==> config.mk <==
export PLATFORM = sky130hd
export DESIGN_NAME = trip_fuel_distance_integrator
export DESIGN_NICKNAME = d
export VERILOG_FILES = /design/src/sv/tfdi_pkg.sv /design/src/sv/tfdi_div.sv /design/src/sv/tfdi_mul.sv /design/src/sv/trip_fuel_distance_integrator.sv
export SDC_FILE = /design/constraint.sdc
export NUM_CORES = 2
export LEC_CHECK = 0
export ABC_AREA = 1
export BUFFER_PORTS_ARGS = -buffer_cell sky130_fd_sc_hd__buf_2
export CORE_MARGIN = 8
export CORE_UTILIZATION = 45
export CTS_BUF_LIST = sky130_fd_sc_hd__clkbuf_4
export CTS_CLUSTER_DIAMETER = 120
export DETAILED_ROUTE_END_ITERATION = 10
export PLACE_DENSITY = 0.6
export SKIP_CTS_REPAIR_TIMING = 1
export SLEW_MARGIN = 20
export SYNTH_ARGS = -nofsm -noshare
export SYNTH_HDL_FRONTEND = slang
export SYNTH_SLANG_ARGS = --single-unit
==> constraint.sdc <==
create_clock -name clk -period 10.6 [get_ports clk]
set_input_delay 0 -clock clk [delete_from_list [all_inputs] [get_ports clk]]
set_output_delay 0 -clock clk [all_outputs]
set_load 0.02 [all_outputs]
==> src/sv/tfdi_pkg.sv <==
package tfdi_pkg;

  localparam int ACC_W = 48;
  localparam int SEC_W = 32;
  localparam int MPG_W = 17;
  localparam int AVG_W = 15;
  localparam int RED_W = 14;
  localparam logic [RED_W-1:0] REDLINE_RST = 14'd6000;
  localparam logic [ACC_W-1:0] ACC_MAX = {ACC_W{1'b1}};
  localparam logic [SEC_W-1:0] SEC_MAX = {SEC_W{1'b1}};
  localparam logic [MPG_W-1:0] COAST_MPG = 17'd6000;
  localparam logic [MPG_W-1:0] MPG_MAX = {MPG_W{1'b1}};
  localparam logic [AVG_W-1:0] AVG_MAX = {AVG_W{1'b1}};
  localparam logic [9:0] IDLE_RATE = 10'd200;
  localparam logic [6:0] LOAD_PCT = 7'd80;
  localparam logic [6:0] THR_MAX = 7'd100;
  localparam logic [3:0] PERSIST_PERIOD = 4'd15;
  localparam logic [16:0] MPG_SCALE = 17'd100000;
  localparam logic [11:0] HOUR_SCALE = 12'd3600;
  localparam logic REG_RUN = 1'b0;
  localparam logic REG_REDLINE = 1'b1;
  localparam logic REQ_TICK = 1'b0;
  localparam logic REQ_CLEAR = 1'b1;

  localparam int DIV_W = 64;
  localparam int DIV_CW = $clog2(DIV_W + 1);

  typedef struct packed {
    logic             start;
    logic [DIV_W-1:0] num;
    logic [DIV_W-1:0] den;
  } div_req_t;

  typedef struct packed {
    logic             busy;
    logic             done;
    logic [DIV_W-1:0] quo;
  } div_rsp_t;

endpackage

==> src/sv/tfdi_div.sv <==
module tfdi_div
  import tfdi_pkg::*;
(
  input  logic     clk,
  input  logic     rst_n,
  input  div_req_t req,
  output div_rsp_t rsp
);

  logic [DIV_W-1:0]  quo_r, quo_nxt;
  logic [DIV_W:0]    rem_r, rem_nxt;
  logic [DIV_W-1:0]  den_r;
  logic [DIV_CW-1:0] cnt_r, cnt_nxt;
  logic              busy_r, busy_nxt, done_r, done_nxt;
  logic [DIV_W:0]    shl;
  logic [DIV_W:0]    dif;

  // restoring divider, one quotient bit per cycle
  always_comb begin
    shl = {rem_r[DIV_W-1:0], quo_r[DIV_W-1]};
    dif = shl - {1'b0, den_r};
    quo_nxt = quo_r;
    rem_nxt = rem_r;
    cnt_nxt = cnt_r;
    busy_nxt = busy_r;
    done_nxt = 1'b0;
    if (req.start) begin
      quo_nxt = req.num;
      rem_nxt = '0;
      cnt_nxt = DIV_CW'(DIV_W);
      busy_nxt = 1'b1;
    end else if (busy_r) begin
      if (!dif[DIV_W]) begin
        rem_nxt = dif;
        quo_nxt = {quo_r[DIV_W-2:0], 1'b1};
      end else begin
        rem_nxt = shl;
        quo_nxt = {quo_r[DIV_W-2:0], 1'b0};
      end
      cnt_nxt = cnt_r - 1'b1;
      if (cnt_r == DIV_CW'(1)) begin
        busy_nxt = 1'b0;
        done_nxt = 1'b1;
      end
    end
  end

  always_ff @(posedge clk) begin
    if (!rst_n) begin
      busy_r <= 1'b0;
      done_r <= 1'b0;
      cnt_r <= '0;
    end else begin
      busy_r <= busy_nxt;
      done_r <= done_nxt;
      cnt_r <= cnt_nxt;
    end
    quo_r <= quo_nxt;
    rem_r <= rem_nxt;
    if (req.start) den_r <= req.den;
  end

  assign rsp.busy = busy_r;
  assign rsp.done = done_r;
  assign rsp.quo = quo_r;

`ifndef SYNTHESIS
  a_cnt_busy: assert property (@(posedge clk) disable iff (!rst_n)
    busy_r |-> cnt_r != '0) else $error("divider busy with zero count");
  a_done_after_busy: assert property (@(posedge clk) disable iff (!rst_n)
    done_r |-> $past(busy_r)) else $error("divider done without work");
  a_no_both: assert property (@(posedge clk) disable iff (!rst_n)
    !(done_r && busy_r)) else $error("divider done while busy");
`endif

endmodule

==> src/sv/tfdi_mul.sv <==
module tfdi_mul
  import tfdi_pkg::*;
(
  input  logic             clk,
  input  logic             rst_n,
  input  logic             start,
  input  logic [DIV_W-1:0] a,
  input  logic [31:0]      b,
  output logic             done,
  output logic [DIV_W-1:0] prod
);

  // shift-add multiplier, one bit of b per cycle
  logic [DIV_W-1:0] acc_r, a_r;
  logic [31:0]      b_r;
  logic [5:0]       cnt_r;
  logic             busy_r, done_r;

  always_ff @(posedge clk) begin
    if (!rst_n) begin
      busy_r <= 1'b0;
      done_r <= 1'b0;
      cnt_r <= '0;
    end else begin
      done_r <= 1'b0;
      if (start) begin
        busy_r <= 1'b1;
        cnt_r <= 6'd32;
      end else if (busy_r) begin
        cnt_r <= cnt_r - 1'b1;
        if (cnt_r == 6'd1) begin
          busy_r <= 1'b0;
          done_r <= 1'b1;
        end
      end
    end
    if (start) begin
      acc_r <= '0;
      a_r <= a;
      b_r <= b;
    end else if (busy_r) begin
      if (b_r[0]) acc_r <= acc_r + a_r;
      a_r <= {a_r[DIV_W-2:0], 1'b0};
      b_r <= {1'b0, b_r[31:1]};
    end
  end

  assign done = done_r;
  assign prod = acc_r;

`ifndef SYNTHESIS
  a_busy_cnt: assert property (@(posedge clk) disable iff (!rst_n)
    busy_r |-> cnt_r != '0) else $error("multiplier busy with zero count");
  a_done: assert property (@(posedge clk) disable iff (!rst_n)
    done_r |-> $past(busy_r)) else $error("multiplier done without work");
  a_excl: assert property (@(posedge clk) disable iff (!rst_n)
    !(done_r && busy_r)) else $error("multiplier done while busy");
`endif

endmodule

==> src/sv/trip_fuel_distance_integrator.sv <==
// Channel | Dir | tdata (low bit up)                       | tuser
// in_     | in  | elapsed_ms, speed_mph, engine_rpm,        | req_type
//         |     | throttle_pct                              |
// out_    | out | distance, fuel, avg_speed, instant_mpg,    | persist_due
//         |     | trip_seconds                              |
// cfg_    | in  | index 0 run_enable, 1 redline_rpm          |
// One item at a time. An enabled tick with speed and elapsed both nonzero has
// its result beat valid after three passes of the shift-add multiplier and five
// passes of the divider; without both nonzero the mpg division is skipped. A
// clear or disabled tick only divides for distance, fuel and, unless trip
// seconds is zero, average. in_tready is low from acceptance until the result
// beat is taken; out_tvalid holds the beat. Reset is synchronous, active low.
module trip_fuel_distance_integrator
  import tfdi_pkg::*;
(
  input  logic         clk,
  input  logic         rst_n,
  input  logic         in_tvalid,
  output logic         in_tready,
  input  logic [47:0]  in_tdata,   // elapsed_ms[15:0], speed_mph[23:16],
                                   // engine_rpm[37:24], throttle_pct[45:38]
  input  logic         in_tuser,   // req_type
  output logic         out_tvalid,
  input  logic         out_tready,
  output logic [127:0] out_tdata,  // distance[31:0], fuel[63:32],
                                   // avg[78:64], mpg[95:79], seconds[127:96]
  output logic         out_tuser,  // persist_due
  input  logic         cfg_we,
  input  logic         cfg_index,
  input  logic [13:0]  cfg_wdata
);

  typedef enum logic [3:0] {
    S_IDLE, S_RMUL, S_RDIV, S_MPG, S_FMUL, S_DMUL, S_DIST, S_FUEL, S_AVG, S_OUT
  } state_t;

  state_t             state_r;
  logic               run_r;
  logic [RED_W-1:0]   red_r;
  logic [ACC_W-1:0]   dist_r, fuel_r;
  logic [SEC_W-1:0]   sec_r;
  logic [MPG_W-1:0]   mpg_r;
  logic               pers_r;
  logic [3:0]         pcnt_r;
  logic [15:0]        el_r;
  logic [7:0]         spd_r;
  logic [RED_W-1:0]   rpmc_r;
  logic               rpmnz_r;
  logic [6:0]         thr_r;
  logic [RED_W-1:0]   redu_r;
  logic [15:0]        rate_r;
  logic               go_r;
  logic [31:0]        odist_r, ofuel_r;
  logic [AVG_W-1:0]   oavg_r;

  div_req_t           dreq;
  div_rsp_t           drsp;
  logic               mstart;
  logic [DIV_W-1:0]   ma;
  logic [31:0]        mb;
  logic               mdone;
  logic [DIV_W-1:0]   mprod;

  logic [7:0]         thr_in;
  logic [RED_W-1:0]   rpm_in;
  logic [RED_W-1:0]   red_eff;
  logic [ACC_W:0]     sum;

  tfdi_div u_div (.clk(clk), .rst_n(rst_n), .req(dreq), .rsp(drsp));
  tfdi_mul u_mul (.clk(clk), .rst_n(rst_n), .start(mstart), .a(ma), .b(mb),
                  .done(mdone), .prod(mprod));

  assign thr_in = in_tdata[45:38];
  assign rpm_in = in_tdata[37:24];
  assign red_eff = (red_r == '0) ? RED_W'(1) : red_r;
  assign in_tready = (state_r == S_IDLE);
  assign sum = {1'b0, (state_r == S_FMUL) ? fuel_r : dist_r} +
               {1'b0, mprod[ACC_W-1:0]};

  always_comb begin
    dreq = '0;
    mstart = 1'b0;
    ma = '0;
    mb = '0;
    if (go_r) begin
      case (state_r)
        S_RMUL: begin
          mstart = 1'b1;
          ma = DIV_W'(14'(LOAD_PCT) * 14'(thr_r));
          mb = 32'(rpmc_r);
        end
        S_RDIV: begin
          dreq.start = 1'b1;
          dreq.num = mprod;
          dreq.den = DIV_W'(redu_r);
        end
        S_MPG: begin
          dreq.start = 1'b1;
          dreq.num = DIV_W'(25'(spd_r) * 25'(MPG_SCALE));
          dreq.den = DIV_W'(rate_r);
        end
        S_FMUL: begin
          mstart = 1'b1;
          ma = DIV_W'(rate_r);
          mb = 32'(el_r);
        end
        S_DMUL: begin
          mstart = 1'b1;
          ma = DIV_W'(spd_r);
          mb = 32'(el_r);
        end
        S_DIST, S_FUEL: begin
          dreq.start = 1'b1;
          dreq.num = DIV_W'((state_r == S_DIST) ? dist_r : fuel_r);
          dreq.den = DIV_W'(HOUR_SCALE);
        end
        S_AVG: begin
          dreq.start = 1'b1;
          dreq.num = DIV_W'(dist_r);
          dreq.den = DIV_W'({sec_r, 3'b000}) + DIV_W'({sec_r, 1'b0});
        end
        default: ;
      endcase
    end
  end

  always_ff @(posedge clk) begin
    if (!rst_n) begin
      state_r <= S_IDLE;
      run_r <= 1'b0;
      red_r <= REDLINE_RST;
      dist_r <= '0;
      fuel_r <= '0;
      sec_r <= '0;
      mpg_r <= '0;
      pers_r <= 1'b0;
      pcnt_r <= '0;
      go_r <= 1'b0;
    end else begin
      go_r <= 1'b0;
      if (cfg_we) begin
        if (cfg_index == REG_RUN) run_r <= cfg_wdata[0];
        else if (cfg_index == REG_REDLINE) red_r <= cfg_wdata;
      end
      case (state_r)
        S_IDLE: begin
          if (in_tvalid) begin
            el_r <= in_tdata[15:0];
            spd_r <= in_tdata[23:16];
            redu_r <= red_eff;
            rpmc_r <= (rpm_in > red_eff) ? red_eff : rpm_in;
            rpmnz_r <= (rpm_in != '0);
            thr_r <= (thr_in > 8'(THR_MAX)) ? THR_MAX : thr_in[6:0];
            pers_r <= 1'b0;
            go_r <= 1'b1;
            if (in_tuser == REQ_CLEAR) begin
              dist_r <= '0;
              fuel_r <= '0;
              sec_r <= '0;
              mpg_r <= '0;
              pcnt_r <= '0;
              state_r <= S_DIST;
            end else if (run_r) begin
              state_r <= S_RMUL;
            end else begin
              state_r <= S_DIST;
            end
          end
        end
        S_RMUL: begin
          if (mdone) begin
            go_r <= 1'b1;
            state_r <= S_RDIV;
          end
        end
        S_RDIV: begin
          if (drsp.done) begin
            rate_r <= 16'(IDLE_RATE) + drsp.quo[15:0];
            go_r <= 1'b1;
            if (el_r != '0 && spd_r != '0) begin
              state_r <= S_MPG;
            end else begin
              mpg_r <= (spd_r != '0 && rpmnz_r) ? COAST_MPG : '0;
              state_r <= S_FMUL;
            end
          end
        end
        S_MPG: begin
          if (drsp.done) begin
            mpg_r <= (|drsp.quo[DIV_W-1:MPG_W]) ? MPG_MAX : drsp.quo[MPG_W-1:0];
            go_r <= 1'b1;
            state_r <= S_FMUL;
          end
        end
        S_FMUL: begin
          if (mdone) begin
            fuel_r <= sum[ACC_W] ? ACC_MAX : sum[ACC_W-1:0];
            go_r <= 1'b1;
            state_r <= S_DMUL;
          end
        end
        S_DMUL: begin
          if (mdone) begin
            dist_r <= sum[ACC_W] ? ACC_MAX : sum[ACC_W-1:0];
            // saturated count is itself a multiple of fifteen
            if (sec_r != SEC_MAX) begin
              sec_r <= sec_r + SEC_W'(1);
              pcnt_r <= (pcnt_r == PERSIST_PERIOD - 4'd1) ? '0 : pcnt_r + 4'd1;
              pers_r <= (pcnt_r == PERSIST_PERIOD - 4'd1);
            end else begin
              pers_r <= 1'b1;
            end
            go_r <= 1'b1;
            state_r <= S_DIST;
          end
        end
        S_DIST: begin
          if (drsp.done) begin
            odist_r <= (|drsp.quo[DIV_W-1:32]) ? '1 : drsp.quo[31:0];
            go_r <= 1'b1;
            state_r <= S_FUEL;
          end
        end
        S_FUEL: begin
          if (drsp.done) begin
            ofuel_r <= (|drsp.quo[DIV_W-1:32]) ? '1 : drsp.quo[31:0];
            if (sec_r == '0) begin
              oavg_r <= '0;
              state_r <= S_OUT;
            end else begin
              go_r <= 1'b1;
              state_r <= S_AVG;
            end
          end
        end
        S_AVG: begin
          if (drsp.done) begin
            oavg_r <= (|drsp.quo[DIV_W-1:AVG_W]) ? AVG_MAX : drsp.quo[AVG_W-1:0];
            state_r <= S_OUT;
          end
        end
        S_OUT: begin
          if (out_tready) state_r <= S_IDLE;
        end
        default: state_r <= S_IDLE;
      endcase
    end
  end

  assign out_tvalid = (state_r == S_OUT);
  assign out_tdata = {sec_r, mpg_r, oavg_r, ofuel_r, odist_r};
  assign out_tuser = pers_r;

`ifndef SYNTHESIS
  a_out_blocks_in: assert property (@(posedge clk) disable iff (!rst_n)
    out_tvalid |-> !in_tready) else $error("input open while result waits");
  a_out_stable: assert property (@(posedge clk) disable iff (!rst_n)
    out_tvalid && !out_tready |=> out_tvalid && $stable(out_tdata) && $stable(out_tuser))
    else $error("result beat changed while stalled");
  a_div_idle_at_out: assert property (@(posedge clk) disable iff (!rst_n)
    out_tvalid |-> !drsp.busy) else $error("divider busy with result out");
  a_pcnt_range: assert property (@(posedge clk) disable iff (!rst_n)
    pcnt_r < PERSIST_PERIOD) else $error("persist counter out of range");
`endif

endmodule

==> out/metrics.csv <==
metric;value;unit
Mapped Cells;6648;
Synth cell types;58;
Synthesized Nets;7001;
CTS tree;yes;
num rows;116;
placed insts;7995;
CTS max path bufs;3;
share of post-route cells with drive strength above 1;0.0867;
EDFF count, synth;335;
first-pass GRT wire length;245;mm
DP HPWL;126;mm
Worst-path clk slew;60;ps
RD Place Congestion;0.985;
Leak;23.2;nW
Final Max Slew Viols;0;
Setup TNS;0;ps
Final Hold Vio Count;0;
yosys warns;0;
Power Dens Cells;242;nW/um2
Die ar.;111000;um2
vias after detailed routing;45100;
Layout Cells excl Fill;8508;
via/cell ratio;5.30;
largest net degree at the start of global routing;76;
GRT Util Overall;0.283;
Mapped Area;45200;um2
arrival time worst endpoint;6060;ps
startpoint types;flop;
min Tclk post-route;5110;ps
final core utilization;0.515;
ys async rst share;0;
Synth-to-Final Area Change;13.9;%
CP Capture Type;flop;
commonest non-fill, non-tap cell in the layout;nand2_1;
number of remaining DRC errors;0;
total of max-cap violations;0;
run status;completed;
Least-Margin Pin Slew;1180;ps
clock tree sinks;650;
vias in the first global route;41500;
Max VDD drop;0.162;mV
fmax;196;MHz
gr ovfl total;0;
H-tree Lvls;4;
root buffer cell;clkbuf_4;
Pwr Total;12.4;mW
drt wl/cell;19.5;um
crit path max fanout;71;
Primary FF master, synth;edfxtp_1;
Final Routed Wirelength;166;mm
Clk Latency, worst-skew pair;1150;ps
initial antenna violation count;7;
HP Class;primary input to flop;
Top Ports;200;
crit path kind;flop to flop;
Post-DRT Antenna Nets;0;
most frequent cells in the layout;nand2_1 (1956), inv_1 (1057), nor2_1 (703);
die height;333;um
Port Buf Inserts;197;
Seq/Total Area, Yosys;0.362;
post-route clock period utilization;0.482;
Initial DRC Count;3896;
slew margin rel.;0.209;
Final #Nets;7397;
Mapped Avg Cell Area;6.79;um2
initial core utilization;0.452;
DRT Pass-1 Iters;6;
TritonCTS Buffers;183;
Yosys reg bits;650;
clock skew;94.7;ps
final setup fails;0;
fillcell total;10300;
critical path required time;11550;ps
unrepaired setup endpoints after global routing;false;
core area;99900;um2
die width;333;um
==> report_power, final <==
part           switching, mW  internal [mW]
clock                   1.18           1.30
combinational           4.45           1.99
sequential             0.404           3.10
total                   6.03           6.39
==> area by class of cell <==
cell class                 count  area [um2]  share of cell area
antenna                       11        27.5            0.000535
clock buffer                 278        2090              0.0406
clock inverter                62         405             0.00788
inverter                    1076        4050              0.0787
multi-input combinational   4738       24000               0.466
sequential                   650       16400               0.318
tap                         1298        1620              0.0316
timing repair buffer         395        2890              0.0562
==> layer usage <==
layer  routed length, um  part of all wire  global-route usage
met1               74300              0.45               0.389
met2               70400              0.43               0.427
met3               15000             0.091              0.0786
met4                5820             0.035              0.0992
met5                 126           0.00076             0.00608
==> worst max-delay path: stages, from the launching register on <==
cell and delay, ps:
dfxtp_1 460, nor2_1 120, nand2_2 430, buf_4 640, o21ai_0 180, ha_1 260
fa_1 420, nand3_1 90, nand2_1 170, nand2_1 130, nand2_1 130, a21oi_1 390
nor2_1 130, nor2_4 110, buf_4 560, nand3_1 320, nand2_1 130, a21oi_1 70
==> synthesized netlist by cell type (7+ instances only) <==
cell       number  area share
a2111oi_0       7      0.0014
a21o_1         13      0.0022
a21oi_1       502       0.056
a221oi_1       11      0.0021
a22oi_1        11      0.0018
a31oi_1        40      0.0055
and2_1          7     0.00097
buf_1          14      0.0012
buf_2          46      0.0051
buf_4          12      0.0020
buf_6           9      0.0022
clkbuf_1      103      0.0086
dfxtp_1       315        0.14
edfxtp_1      335        0.22
fa_1           17      0.0075
ha_1          267       0.074
inv_1        1058       0.088
inv_2          17      0.0014
nand2_1      1960        0.16
nand2_2        11      0.0015
nand3_1       386       0.043
nand3b_1        7      0.0012
nand4_1        62      0.0086
nor2_1        710       0.059
nor3_1         85      0.0094
nor3b_1         9      0.0015
nor4_1         33      0.0046
o211ai_1       14      0.0023
o21ai_0       300       0.033
o21ai_1         7     0.00078
o21bai_1       24      0.0040
o221ai_1       17      0.0033
o22ai_1        41      0.0057
or2_2          22      0.0030
xnor2_1        67       0.013
xor2_1         53       0.010
==> per-stage QoR <==
step	hold slack (ps)	setup slack [ps]	area, um2
after global routing	-1.94	5160	51400
final	43.6	5490	51400
after floorplan	98.9	5020	45200
after global placement	179	5670	47300
after CTS	-1090	5540	49800
after detailed placement	178	5570	47300
==> worst paths after layout <==
kind	from	end	slack, ps	cells past startpoint
setup / recovery	state_r[1]	fuel_r[32]	5490	17
hold / removal	in_tuser	state_r[0]	40	7
setup reg to reg	state_r[1]	fuel_r[32]	5490	17
hold reg to reg	red_r[2]	redu_r[2]	450	0
==> cell families after synthesis <==
group	after synthesis	synth area share
flip-flops	650	0.362
buffers and inverters	1260	0.108
AND/OR/NAND/NOR	3314	0.300
XOR/XNOR	120	0.0233
AO/OA/AOI/OAI	1020	0.124
adder cells (fa/ha/maj)	284	0.0815
==> flip-flops by register name, indices dropped and copies added, names as in the netlist, 8 cells and up <==
| register | cells |
|---|---|
| u_div.quo_r | 64 |
| u_div.rem_r | 64 |
| u_mul.a_r | 64 |
| u_mul.prod | 64 |
| dist_r | 48 |
| fuel_r | 48 |
| u_div.den_r | 36 |
| odist_r | 32 |
| ofuel_r | 32 |
| sec_r | 32 |
| mpg_r | 17 |
| el_r | 16 |
| rate_r | 16 |
| u_mul.b_r | 16 |
| oavg_r | 15 |
| red_r | 14 |
| redu_r | 14 |
| rpmc_r | 14 |
| spd_r | 8 |
(Power assumes the default switching activity.)
